[src/hw/rtl/pcxrle_pkg.sv]
// Shared types and constants for the PCX run-length scanline decoder.
// Depends on nothing; used by the controller, the datapath and the top level.
`default_nettype none

package pcxrle_pkg;

  // Width of the repeat count carried in a run header.
  localparam int unsigned COUNT_BITS = 6;

  // A byte with both top bits set opens a run.
  localparam logic [7:0] RUN_MARK = 8'hC0;

  // Widest pixel area of one scanline, in bytes.
  localparam logic [15:0] MAX_PIXEL_BYTES = 16'd8192;

  // Register reset values.
  localparam logic [15:0] LINE_BYTES_RST  = 16'd80;
  localparam logic [13:0] PIXEL_BYTES_RST = 14'd80;
  localparam logic [15:0] ROW_COUNT_RST   = 16'd480;

  // Configuration register indexes.
  typedef enum logic [1:0] {
    REG_LINE_BYTES  = 2'd0,
    REG_PIXEL_BYTES = 2'd1,
    REG_ROW_COUNT   = 2'd2,
    REG_UNUSED      = 2'd3
  } cfg_idx_t;

  // Commands from the controller to the datapath.
  typedef struct packed {
    logic load;   // take the input item this cycle
    logic step;   // place one decoded byte this cycle
  } ctrl_cmd_t;

  // Status from the datapath to the controller.
  typedef struct packed {
    logic go;          // the offered item yields at least one placement
    logic last_place;  // the byte being placed is the last of the item
    logic slot_free;   // the output register can take a result
  } ctrl_sts_t;

endpackage

`default_nettype wire

[src/hw/rtl/pcxrle_ctrl.sv]
// Controller for the PCX run-length decoder: sequences item intake and placement.
// Depends on pcxrle_pkg for the command and status structs.
`default_nettype none

module pcxrle_ctrl (
  input  wire logic                  clk,
  input  wire logic                  rst_n,
  input  wire logic                  in_valid,
  output logic                       in_stall,
  input  wire pcxrle_pkg::ctrl_sts_t sts,
  output pcxrle_pkg::ctrl_cmd_t      cmd
);

  import pcxrle_pkg::*;

  typedef enum logic {
    ST_IDLE,
    ST_RUN
  } state_t;

  state_t state_r, state_nxt;
  logic   in_stall_r, in_stall_nxt;

  // Commands: take an item when not stalled, place one byte during a run when the output is free.
  always_comb begin
    cmd.load = in_valid && !in_stall_r;
    cmd.step = (state_r == ST_RUN) && sts.slot_free;
  end

  // Next state: a run stays until its last byte is placed.
  always_comb begin
    state_nxt = state_r;
    case (state_r)
      ST_IDLE: begin
        if (cmd.load && sts.go) state_nxt = ST_RUN;
      end
      ST_RUN: begin
        if (cmd.step && sts.last_place) state_nxt = ST_IDLE;
      end
      default: state_nxt = ST_IDLE;
    endcase
    in_stall_nxt = (state_nxt != ST_IDLE);
  end

  // State and registered stall.
  always_ff @(posedge clk) begin
    if (!rst_n) begin
      state_r    <= ST_IDLE;
      in_stall_r <= 1'b0;
    end else begin
      state_r    <= state_nxt;
      in_stall_r <= in_stall_nxt;
    end
  end

  assign in_stall = in_stall_r;

  // An item with nothing to place leaves the controller ready for the next one.
  a_no_work_stays_ready: assert property (@(posedge clk) disable iff (!rst_n)
    (cmd.load && !sts.go) |=> (state_r == ST_IDLE && !in_stall_r))
    else $error("controller left idle for an item with no placements");

  // The last placement of an item releases the input side.
  a_last_place_releases: assert property (@(posedge clk) disable iff (!rst_n)
    (cmd.step && sts.last_place) |=> !in_stall_r)
    else $error("input still stalled after the last placement");

endmodule

`default_nettype wire

[src/hw/rtl/pcxrle_dpath.sv]
// Datapath for the PCX run-length decoder: registers, line and row tracking,
// run count and the output register. Depends on pcxrle_pkg.
`default_nettype none

module pcxrle_dpath (
  input  wire logic                  clk,
  input  wire logic                  rst_n,
  input  wire logic                  cfg_we,
  input  wire logic [1:0]            cfg_index,
  input  wire logic [15:0]           cfg_wdata,
  input  wire logic [7:0]            in_byte,
  input  wire pcxrle_pkg::ctrl_cmd_t cmd,
  output pcxrle_pkg::ctrl_sts_t      sts,
  output logic                       out_valid,
  input  wire logic                  out_stall,
  output logic [7:0]                 out_pixel_bits,
  output logic [15:0]                out_row_index,
  output logic [12:0]                out_byte_column,
  output logic                       out_last_of_run,
  output logic                       out_end_of_row,
  output logic                       out_end_of_image,
  output logic                       out_run_clipped
);

  import pcxrle_pkg::*;

  // Configuration registers.
  logic [15:0] line_bytes_r;
  logic [13:0] pixel_bytes_r;
  logic [15:0] row_count_r;

  // Decoder state.
  logic                  await_r;
  logic [COUNT_BITS-1:0] pend_r;
  logic [15:0]           pos_r;
  logic [15:0]           row_r;
  logic [COUNT_BITS-1:0] cnt_r;
  logic [7:0]            val_r;
  logic                  clip_r;

  // Output register.
  logic        out_valid_r;
  logic [7:0]  out_pixel_bits_r;
  logic [15:0] out_row_index_r;
  logic [12:0] out_byte_column_r;
  logic        out_last_of_run_r;
  logic        out_end_of_row_r;
  logic        out_end_of_image_r;
  logic        out_run_clipped_r;

  // Effective line length, row count and pixel bytes per line.
  logic [15:0] eline, erows, pix_a, pix;
  always_comb begin
    eline = (line_bytes_r == 16'd0) ? 16'd1 : line_bytes_r;
    erows = (row_count_r == 16'd0) ? 16'd1 : row_count_r;
    pix_a = ({2'b00, pixel_bytes_r} > eline) ? eline : {2'b00, pixel_bytes_r};
    pix   = (pix_a > MAX_PIXEL_BYTES) ? MAX_PIXEL_BYTES : pix_a;
  end

  // Row advance with wrap after the last row.
  logic [16:0] row_inc;
  logic [15:0] row_adv;
  always_comb begin
    row_inc = {1'b0, row_r} + 17'd1;
    row_adv = (row_inc >= {1'b0, erows}) ? 16'd0 : row_inc[15:0];
  end

  // Intake: end a line that a shortened line length has left behind, then
  // work out how many bytes the item places.
  logic                  line_over, is_hdr, clip_n;
  logic [15:0]           pos_n, row_n, room;
  logic [COUNT_BITS-1:0] n_run;
  always_comb begin
    line_over = (pos_r >= eline);
    pos_n     = line_over ? 16'd0 : pos_r;
    row_n     = line_over ? row_adv : row_r;
    room      = eline - pos_n;
    clip_n    = ({{(16 - COUNT_BITS){1'b0}}, pend_r} > room);
    n_run     = clip_n ? room[COUNT_BITS-1:0] : pend_r;
    is_hdr    = ((in_byte & RUN_MARK) == RUN_MARK);
  end

  // Placement of one decoded byte at the current position.
  logic [16:0] pos_inc;
  logic        emit, eor, eoi, last_res;
  always_comb begin
    pos_inc  = {1'b0, pos_r} + 17'd1;
    emit     = (pos_r < pix);
    eor      = (pos_inc == {1'b0, pix});
    eoi      = eor && (row_inc == {1'b0, erows});
    last_res = (cnt_r == COUNT_BITS'(1)) || eor;
  end

  // Status to the controller.
  always_comb begin
    sts.go         = await_r ? (n_run != '0) : !is_hdr;
    sts.last_place = (cnt_r == COUNT_BITS'(1));
    sts.slot_free  = !out_valid_r || !out_stall;
  end

  // Configuration writes.
  always_ff @(posedge clk) begin
    if (!rst_n) begin
      line_bytes_r  <= LINE_BYTES_RST;
      pixel_bytes_r <= PIXEL_BYTES_RST;
      row_count_r   <= ROW_COUNT_RST;
    end else if (cfg_we) begin
      case (cfg_idx_t'(cfg_index))
        REG_LINE_BYTES:  line_bytes_r  <= cfg_wdata;
        REG_PIXEL_BYTES: pixel_bytes_r <= cfg_wdata[13:0];
        REG_ROW_COUNT:   row_count_r   <= cfg_wdata;
        default: ;
      endcase
    end
  end

  // Decoder state: intake loads it, each placement moves along the line.
  always_ff @(posedge clk) begin
    if (!rst_n) begin
      await_r <= 1'b0;
      pend_r  <= '0;
      pos_r   <= 16'd0;
      row_r   <= 16'd0;
      cnt_r   <= '0;
      clip_r  <= 1'b0;
    end else if (cmd.load) begin
      pos_r <= pos_n;
      row_r <= row_n;
      if (await_r) begin
        await_r <= 1'b0;
        pend_r  <= '0;
        cnt_r   <= n_run;
        clip_r  <= clip_n;
      end else if (is_hdr) begin
        await_r <= 1'b1;
        pend_r  <= in_byte[COUNT_BITS-1:0];
      end else begin
        cnt_r  <= COUNT_BITS'(1);
        clip_r <= 1'b0;
      end
    end else if (cmd.step) begin
      cnt_r <= cnt_r - COUNT_BITS'(1);
      if (pos_inc >= {1'b0, eline}) begin
        pos_r <= 16'd0;
        row_r <= row_adv;
      end else begin
        pos_r <= pos_inc[15:0];
      end
    end
  end

  // The byte value of the item.
  always_ff @(posedge clk) begin
    if (cmd.load) val_r <= in_byte;
  end

  // Output register valid.
  always_ff @(posedge clk) begin
    if (!rst_n) begin
      out_valid_r <= 1'b0;
    end else if (cmd.step && emit) begin
      out_valid_r <= 1'b1;
    end else if (!out_stall) begin
      out_valid_r <= 1'b0;
    end
  end

  // Output register payload.
  always_ff @(posedge clk) begin
    if (cmd.step && emit) begin
      out_pixel_bits_r   <= val_r;
      out_row_index_r    <= row_r;
      out_byte_column_r  <= pos_r[12:0];
      out_last_of_run_r  <= last_res;
      out_end_of_row_r   <= eor;
      out_end_of_image_r <= eoi;
      out_run_clipped_r  <= clip_r;
    end
  end

  assign out_valid        = out_valid_r;
  assign out_pixel_bits   = out_pixel_bits_r;
  assign out_row_index    = out_row_index_r;
  assign out_byte_column  = out_byte_column_r;
  assign out_last_of_run  = out_last_of_run_r;
  assign out_end_of_row   = out_end_of_row_r;
  assign out_end_of_image = out_end_of_image_r;
  assign out_run_clipped  = out_run_clipped_r;

  // A placement always has bytes left to place.
  a_step_has_count: assert property (@(posedge clk) disable iff (!rst_n)
    cmd.step |-> (cnt_r != '0))
    else $error("placement with an empty count");

  // A pixel byte placed shows up in the output register.
  a_emit_loads_output: assert property (@(posedge clk) disable iff (!rst_n)
    (cmd.step && emit) |=> out_valid_r)
    else $error("pixel byte placed but no result presented");

  // A run header arms the wait for its value byte.
  a_header_arms: assert property (@(posedge clk) disable iff (!rst_n)
    (cmd.load && !await_r && is_hdr) |=> await_r)
    else $error("run header did not arm the value wait");

endmodule

`default_nettype wire

[src/hw/rtl/pcx_rle_scanline_decoder.sv]
// PCX run-length scanline decoder, 1 bpp: top level joining controller and datapath.
// Flow: an item is taken into the datapath registers, the controller enters its run state,
// and each pixel byte placed is loaded into the output register. in_stall holds off the next
// item until its last byte is placed; one byte is placed per cycle while out_stall is low.
// Reset: rst_n is synchronous, active low; registers return to 80/80/480, state clears.
// Depends on pcxrle_pkg, pcxrle_ctrl and pcxrle_dpath.
`default_nettype none

module pcx_rle_scanline_decoder (
  input  wire logic        clk,
  input  wire logic        rst_n,
  input  wire logic        cfg_we,
  input  wire logic [1:0]  cfg_index,
  input  wire logic [15:0] cfg_wdata,
  input  wire logic        in_valid,
  output logic             in_stall,
  input  wire logic [7:0]  in_byte,
  output logic             out_valid,
  input  wire logic        out_stall,
  output logic [7:0]       out_pixel_bits,
  output logic [15:0]      out_row_index,
  output logic [12:0]      out_byte_column,
  output logic             out_last_of_run,
  output logic             out_end_of_row,
  output logic             out_end_of_image,
  output logic             out_run_clipped
);

  import pcxrle_pkg::*;

  ctrl_cmd_t cmd;
  ctrl_sts_t sts;

  // Sequencing of intake and placement.
  pcxrle_ctrl u_ctrl (
    .clk      (clk),
    .rst_n    (rst_n),
    .in_valid (in_valid),
    .in_stall (in_stall),
    .sts      (sts),
    .cmd      (cmd)
  );

  // Registers, line tracking and the output register.
  pcxrle_dpath u_dpath (
    .clk              (clk),
    .rst_n            (rst_n),
    .cfg_we           (cfg_we),
    .cfg_index        (cfg_index),
    .cfg_wdata        (cfg_wdata),
    .in_byte          (in_byte),
    .cmd              (cmd),
    .sts              (sts),
    .out_valid        (out_valid),
    .out_stall        (out_stall),
    .out_pixel_bits   (out_pixel_bits),
    .out_row_index    (out_row_index),
    .out_byte_column  (out_byte_column),
    .out_last_of_run  (out_last_of_run),
    .out_end_of_row   (out_end_of_row),
    .out_end_of_image (out_end_of_image),
    .out_run_clipped  (out_run_clipped)
  );

endmodule

`default_nettype wire
[config.mk]
export PLATFORM = sky130hd
export DESIGN_NAME = pcx_rle_scanline_decoder
export DESIGN_NICKNAME = d
export VERILOG_FILES = /design/src/hw/rtl/pcxrle_pkg.sv /design/src/hw/rtl/pcxrle_ctrl.sv /design/src/hw/rtl/pcxrle_dpath.sv /design/src/hw/rtl/pcx_rle_scanline_decoder.sv
export SDC_FILE = /design/constraint.sdc
export NUM_CORES = 1
export LEC_CHECK = 0
export BUFFER_PORTS_ARGS = -buffer_cell sky130_fd_sc_hd__buf_2
export CELL_PAD_IN_SITES_DETAIL_PLACEMENT = 0
export CELL_PAD_IN_SITES_GLOBAL_PLACEMENT = 1
export CORE_AREA = 2 2 147 149
export DETAILED_ROUTE_END_ITERATION = 8
export DIE_AREA = 0 0 149 151
export PLACE_DENSITY_LB_ADDON = 0.2
export SYNTH_ARGS = -nofsm -noshare
export SYNTH_HDL_FRONTEND = slang
export SYNTH_SLANG_ARGS = --single-unit
[constraint.sdc]
create_clock -name clk -period 8.2 [get_ports clk]
set_input_delay 0 -clock clk [delete_from_list [all_inputs] [get_ports clk]]
set_output_delay 0 -clock clk [all_outputs]
set_load 0.005 [all_outputs]
After elaboration in Yosys (flattened, before gate mapping)
Index checks and enable logic that the tools add are counted.

Register bits after elaboration: 143.

Add/sub/neg operators: 4. Magnitude comparators: 7. Equal/unequal tests: 10. Multiplexer cells: 30. Bitwise operators: 1. Reduce and logical (&&, ||, !) cells: 26.

Operator list (number): 2-to-1 mux 16 bit (13); 2-to-1 mux 6 bit (7); adder 16 x 1 -> 17 bit (second input constant) (2); equality test 17 x 16 -> 1 bit (2); >= comparator 17 x 16 -> 1 bit (2); logical NOT 16 bit (2); >= comparator 16 bit (1); > comparator 14 x 16 -> 1 bit (1); > comparator 16 x 14 -> 1 bit (second input constant) (1); > comparator 6 x 16 -> 1 bit (1); < comparator 16 bit (1); subtractor 16 bit (1); AND reduction 2 bit (6); 2-to-1 mux 1 bit (9); equality test 6 x 1 -> 1 bit (second input constant) (1); logical AND 1 bit (6); inequality test 2 x 1 -> 1 bit (second input constant) (3); nonzero test 2 bit (3); nonzero test 6 bit (1); subtractor 6 x 1 -> 6 bit (second input constant) (1); equality test 2 bit (second input constant) (2); logical NOT 1 bit (4); inequality test 3 x 2 -> 1 bit (second input constant) (1); AND reduction 3 bit (1); 5 further kinds (6).

Longest topological paths before layout
Depth after elaboration: 12. Depth in mapped cells: 27. Gate-level depth less buffers: 27.

By module
Synthesis repeated with hierarchy kept, for this count alone.

Cell total of the unflattened synthesis: 1065. Area total of the unflattened synthesis: 9466.6 µm².

By module, submodules not included: pcxrle_dpath (instances 1, cells each 1059, area each 9412.8 µm², seq. area each 3333.2 µm²); pcxrle_ctrl (instances 1, cells each 6, area each 53.8 µm², seq. area each 20.0 µm²).

Worst setup path before layout
OpenSTA, ideal clock, no wires.

Path kind: register to register. Start point: register u_dpath.line_bytes_r[1]. End point: register u_dpath.out_byte_column_r[0] (netlist: u_dpath.out_byte_column[0]), enable pin. Setup time: 0.496 ns. Arrival: 6.868 ns. Data required time: 7.704 ns. Setup slack: 0.836 ns. Cell stages (with the launch flop): 22. Path buffers: 1. Path through: dfxtp_1 > or4_1 > nor2_1 > a31oi_1 > inv_1 > ha_1 > nor2b_1 > o211ai_1 > a21o_1 > nor4bb_1 > clkbuf_1 > nor3_1 > a21oi_1 > nand2_1 > ha_1 > o21a_1 > o21a_1 > o21a_1 > o21a_1 > o21ai_0 > a21oi_1 > o21ai_0.

Cells in the longest elaborated chain, start to end: 8.

RTL lines: from (decl) (RTL line pcxrle_dpath.sv:28) `logic [15:0] line_bytes_r;`; from (signal assigned) (RTL line pcxrle_dpath.sv:109) `REG_LINE_BYTES: line_bytes_r <= cfg_wdata;`; logical NOT 16 bit (RTL line pcxrle_dpath.sv:54) `eline = (line_bytes_r == 16'd0) ? 16'd1 : line_bytes_r;`; 2-to-1 mux 16 bit (*) (RTL line pcxrle_dpath.sv:54); > comparator 14 x 16 -> 1 bit (RTL line pcxrle_dpath.sv:56) `pix_a = ({2'b00, pixel_bytes_r} > eline) ? eline : {2'b00, pixel_bytes_r};`; 2-to-1 mux 16 bit (*) (RTL line pcxrle_dpath.sv:56); > comparator 16 x 14 -> 1 bit (RTL line pcxrle_dpath.sv:57) `pix = (pix_a > MAX_PIXEL_BYTES) ? MAX_PIXEL_BYTES : pix_a;`; 2-to-1 mux 16 bit (*) (RTL line pcxrle_dpath.sv:57); < comparator 16 bit (*) (RTL line pcxrle_dpath.sv:88) `emit = (pos_r < pix);`; logical AND 1 bit (*) (RTL line pcxrle_dpath.sv:170) `if (cmd.step && emit) begin`; to (signal assigned) (RTL line pcxrle_dpath.sv:173) `out_byte_column_r <= pos_r[12:0];`; to (decl) (RTL line pcxrle_dpath.sv:45) `logic [12:0] out_byte_column_r;`.

Mark *: on every way between the ends. The rest lies on a longest branch, timed or not. A chain may end at the register's enable or synchronous reset.

Worst setup path in the final report
Start point: register u_dpath.line_bytes_r[1]. End point: register u_ctrl.state_r.

Cells in the longest elaborated chain, start to end: 12.

RTL lines: logical NOT 16 bit (RTL line pcxrle_dpath.sv:54); 2-to-1 mux 16 bit (*) (RTL line pcxrle_dpath.sv:54); >= comparator 16 bit (RTL line pcxrle_dpath.sv:74) `line_over = (pos_r >= eline);`; 2-to-1 mux 16 bit (RTL line pcxrle_dpath.sv:75) `pos_n = line_over ? 16'd0 : pos_r;`; subtractor 16 bit (*) (RTL line pcxrle_dpath.sv:77) `room = eline - pos_n;`; > comparator 6 x 16 -> 1 bit (RTL line pcxrle_dpath.sv:78) `clip_n = ({{(16 - COUNT_BITS){1'b0}}, pend_r} > room);`; 2-to-1 mux 6 bit (*) (RTL line pcxrle_dpath.sv:79) `n_run = clip_n ? room[COUNT_BITS-1:0] : pend_r;`; nonzero test 6 bit (*) (RTL line pcxrle_dpath.sv:96) `sts.go = await_r ? (n_run != '0) : !is_hdr;`; 2-to-1 mux 1 bit (*) (RTL line pcxrle_dpath.sv:96); logical AND 1 bit (*) (RTL line pcxrle_ctrl.sv:35) `if (cmd.load && sts.go) state_nxt = ST_RUN;`; 2-to-1 mux 1 bit (*) (RTL line pcxrle_ctrl.sv:35); case mux 1 bit (2 select lines) (*) (RTL line pcxrle_ctrl.sv:33) `case (state_r)`; to (signal assigned) (RTL line pcxrle_ctrl.sv:51) `state_r <= state_nxt;`; to (decl) (RTL line pcxrle_ctrl.sv:21) `state_t state_r, state_nxt;`.

Marked as above.

==> results by group <==
Run status
  – Outcome: finished, final reports clean

Clock tree
  – Clk buf depth: 2
  – CTS Sinks: 143
  – Post_cts resized: 0
  – CTS tree: yes
  – Worst skew pair latency: 0.43 ns
  – H-tree depth: 4
  – Clock Pin Slew Worst Setup and Hold Paths: 0.06 ns
  – CTS root buf: clkbuf_16
  – Hold buffers post-CTS: 24
  – Total CTS buffers: 17
  – Postcts setup bufs: 0

Final layout
  – Most common cell after layout, fill and taps aside: nand2_1
  – Area Overhead vs Synth: 14.3%
  – Register area: 0.00335 sq mm
  – FILL cells: 1985
  – Layout cells sized above 1: 12.1%
  – Commonest non-fill, non-tap cells in the layout: nand2_1, ha_1, dfxtp_1
  – Area of the multi-input gates: 0.00588 sq mm
  – Layout Nets: 1325
  – Finished Core Util: 53.1%
  – N_diodes: 0

Critical path
  – Worst Setup End Kind: register
  – CP Data Arrival Time: 7.60 ns
  – CP max stage delay: 0.65 ns
  – Crit path max fanout: 15
  – Critical path startpoint category: register
  – CP required: 8.53 ns
  – Worst path buffer plus inverter count: 2
  – Highest-delay cell along the critical path: nor4_4
  – CP top delay family: simple AND/OR/NAND/NOR gates
  – Crit path kind: reg2reg

STA
  – RSZ-0062 raised after global routing: false
  – Fmax: 0.137 GHz
  – Final setup vio count: 0
  – Slew headroom: 22.9%
  – Fin crit share: 88.7%
  – Skew final: 0.0135 ns
  – Slew @ Worst Pin: 1.15 ns
  – Minimum clock period: 7.27 ns
  – Fin. Hold Viols: 0
  – Setup_tns: 0 ns
  – Final slew viol count: 0

Place
  – Port Buffers: 73
  – Final GP Congestion: 1.07
  – HPWL Detailed: 23.6 mm

Die
  – Core area: 0.0208 sq mm
  – Die area: 0.0225 sq mm
  – Ports: 74
  – Initial core utilization: 46.5%
  – FP Rows: 53
  – Die width: 149 um
  – Die H: 151 um

Flow run
  – Number of max-cap violations: 0

Yosys
  – Number of synthesized register bits: 143
  – Unique masters post-synth: 82
  – Ys Warns: 0
  – Gate Count Post-Synth: 1115
  – Asr flop ratio synth: 0%
  – Seq/Total Area, Yosys: 34.7%
  – Post-Syn Area: 0.00967 sq mm
  – Top FF cell, synth: dfxtp_1
  – Syn Area/Cell: 8.68 sq um
  – Post-synth EDFFs: 49

Route
  – Routed vias/inst: 5.89
  – Detail Route Antenna Nets: 0
  – Wirelength, routed: 31.1 mm
  – Via count: 8697
  – Pre-antenna DRT Iters: 5
  – Wire per inst: 21.0 um
  – Detailed router's first-iteration violation count: 739
  – Residual DRC: 0

Power
  – Power density over the cells: 181 mW/mm^2
  – Leak: 4.51 nW
  – Worst VDD drop: 136 uV

Global route
  – Total track usage: 28.2%
  – Largest net degree at the start of global routing: 96
  – Overflow after GRT: 0
  – Vias in the first global route: 8191
  – Global-route wire length before repair: 47.9 mm
  – Initial antenna violation count: 0

Worst hold path
  – Hold Crit Class: in2reg
metal layers:
| metal | track usage, % | vias up | share of wire (%) |
|---|---|---|---|
| met4 | 12.0 | 0 | 4.2 |
| met1 | 39.0 | 4104 | 46 |
| met5 | 0 | - | 0 |
| li1 | - | 4241 | - |
| met3 | 4.31 | 58 | 5.7 |
| met2 | 44.0 | 294 | 44 |
synth_stat cells (all sizes together), types with 21 or more instances:
master	instances	area, sq um
a21oi	44	220
nor3	28	140
dfxtp	94	1880
nand3	35	175
clkbuf	49	195
nand2	179	672
ha	104	1300
inv	60	225
a21boi	67	503
nor2	36	138
o211ai	21	158
o21ai	60	300
edfxtp	49	1470
path summary, 6_finish.rpt:
path                                             endpoint  depth (start not counted)                    start  slack (ns)
worst max-delay path                       u_ctrl.state_r                         26  u_dpath.line_bytes_r[1]        0.93
worst min-delay path                       u_ctrl.state_r                          3                 in_valid        0.02
worst max register to register             u_ctrl.state_r                         26  u_dpath.line_bytes_r[1]        0.93
worst min register to register  u_dpath.out_pixel_bits[5]                          0         u_dpath.val_r[5]        0.42
through the flow:
| stage | instance area, sq um | hold slack, ns | setup WS [ns] | power, mW | instances |
|---|---|---|---|---|---|
| 2_1_floorplan | 9680 | 0.0989 | 0.836 | 1.10 | 1116 |
| 3_3_place_gp | 10300 | 0.200 | 1.25 | 1.26 | 1421 |
| 3_5_place_dp | 10300 | 0.199 | 0.975 | 1.26 | 1421 |
| 4_1_cts | 11100 | 0.00538 | 0.952 | 2.01 | 1477 |
| 5_1_grt | 11100 | 0.0169 | 0.244 | 2.09 | 1477 |
| 6_report | 11100 | 0.0158 | 0.926 | 2.00 | 1477 |
area by class of cell:
class                           count  share of cell area [%]
Multi-Input combinational cell    856                    53.1
Clock inverter                     14                    1.09
Tap cell                          275                    3.11
Clock buffer                       18                    3.88
Sequential cell                   143                    30.3
Timing Repair Buffer              111                    6.43
Inverter                           60                    2.04
logic make-up after synthesis:
family                     Yosys count  share of synthesized area (%)
and+or+nand+nor                    395                           20.3
AOI/OAI and AO/OA                  307                           22.1
adders and majority gates          105                           13.7
other                                1                         0.0388
muxes                               13                           1.41
xor gates and xnor gates            34                           3.08
DFF                                143                           34.7
buffers and inverters              117                           4.84
sequential cells by signal, indices dropped and copies added (netlist names):
| signal | flops |
|---|---|
| u_dpath.clip_r | 1 |
| u_dpath.row_r | 16 |
| u_ctrl.state_r | 1 |
| u_dpath.pixel_bytes_r | 14 |
| u_dpath.out_byte_column | 13 |
| u_dpath.out_row_index | 16 |
| u_dpath.val_r | 8 |
| u_dpath.cnt_r | 6 |
| u_dpath.out_last_of_run | 1 |
| u_dpath.line_bytes_r | 16 |
| u_dpath.out_run_clipped | 1 |
| u_dpath.out_valid | 1 |
| u_dpath.await_r | 1 |
| u_dpath.pos_r | 16 |
| u_dpath.out_pixel_bits | 8 |
| u_dpath.pend_r | 6 |
| u_dpath.out_end_of_row | 1 |
| u_dpath.out_end_of_image | 1 |
| u_dpath.row_count_r | 16 |
worst register-to-register path: stages (launching register included):
cell	delay, ns
dfxtp_1	0.39
or4_1	0.56
nor2_1	0.23
a31oi_1	0.22
inv_1	0.20
ha_1	0.26
nand2b_1	0.14
a211o_1	0.30
a211oi_1	0.30
o21ai_0	0.26
nand2_1	0.47
nand2_1	0.18
ha_1	0.31
nor2b_1	0.14
o2111ai_1	0.36
a21boi_0	0.19
nor2_1	0.22
inv_1	0.07
ha_1	0.29
nand4_1	0.12
o22ai_1	0.10
or3_1	0.37
nor4_1	0.18
nand4_1	0.19
nor4_4	0.65
nor2_1	0.14
a2111oi_2	0.34
report_power, final:
| part | total, mW | leakage (nW) | switching, mW | internal (mW) |
|---|---|---|---|---|
| registers | 0.827 | 1.25 | 0.0294 | 0.797 |
| logic | 0.429 | 3.00 | 0.264 | 0.165 |
| clock network | 0.748 | 0.261 | 0.350 | 0.398 |
Power figures use the tool's default switching activity.
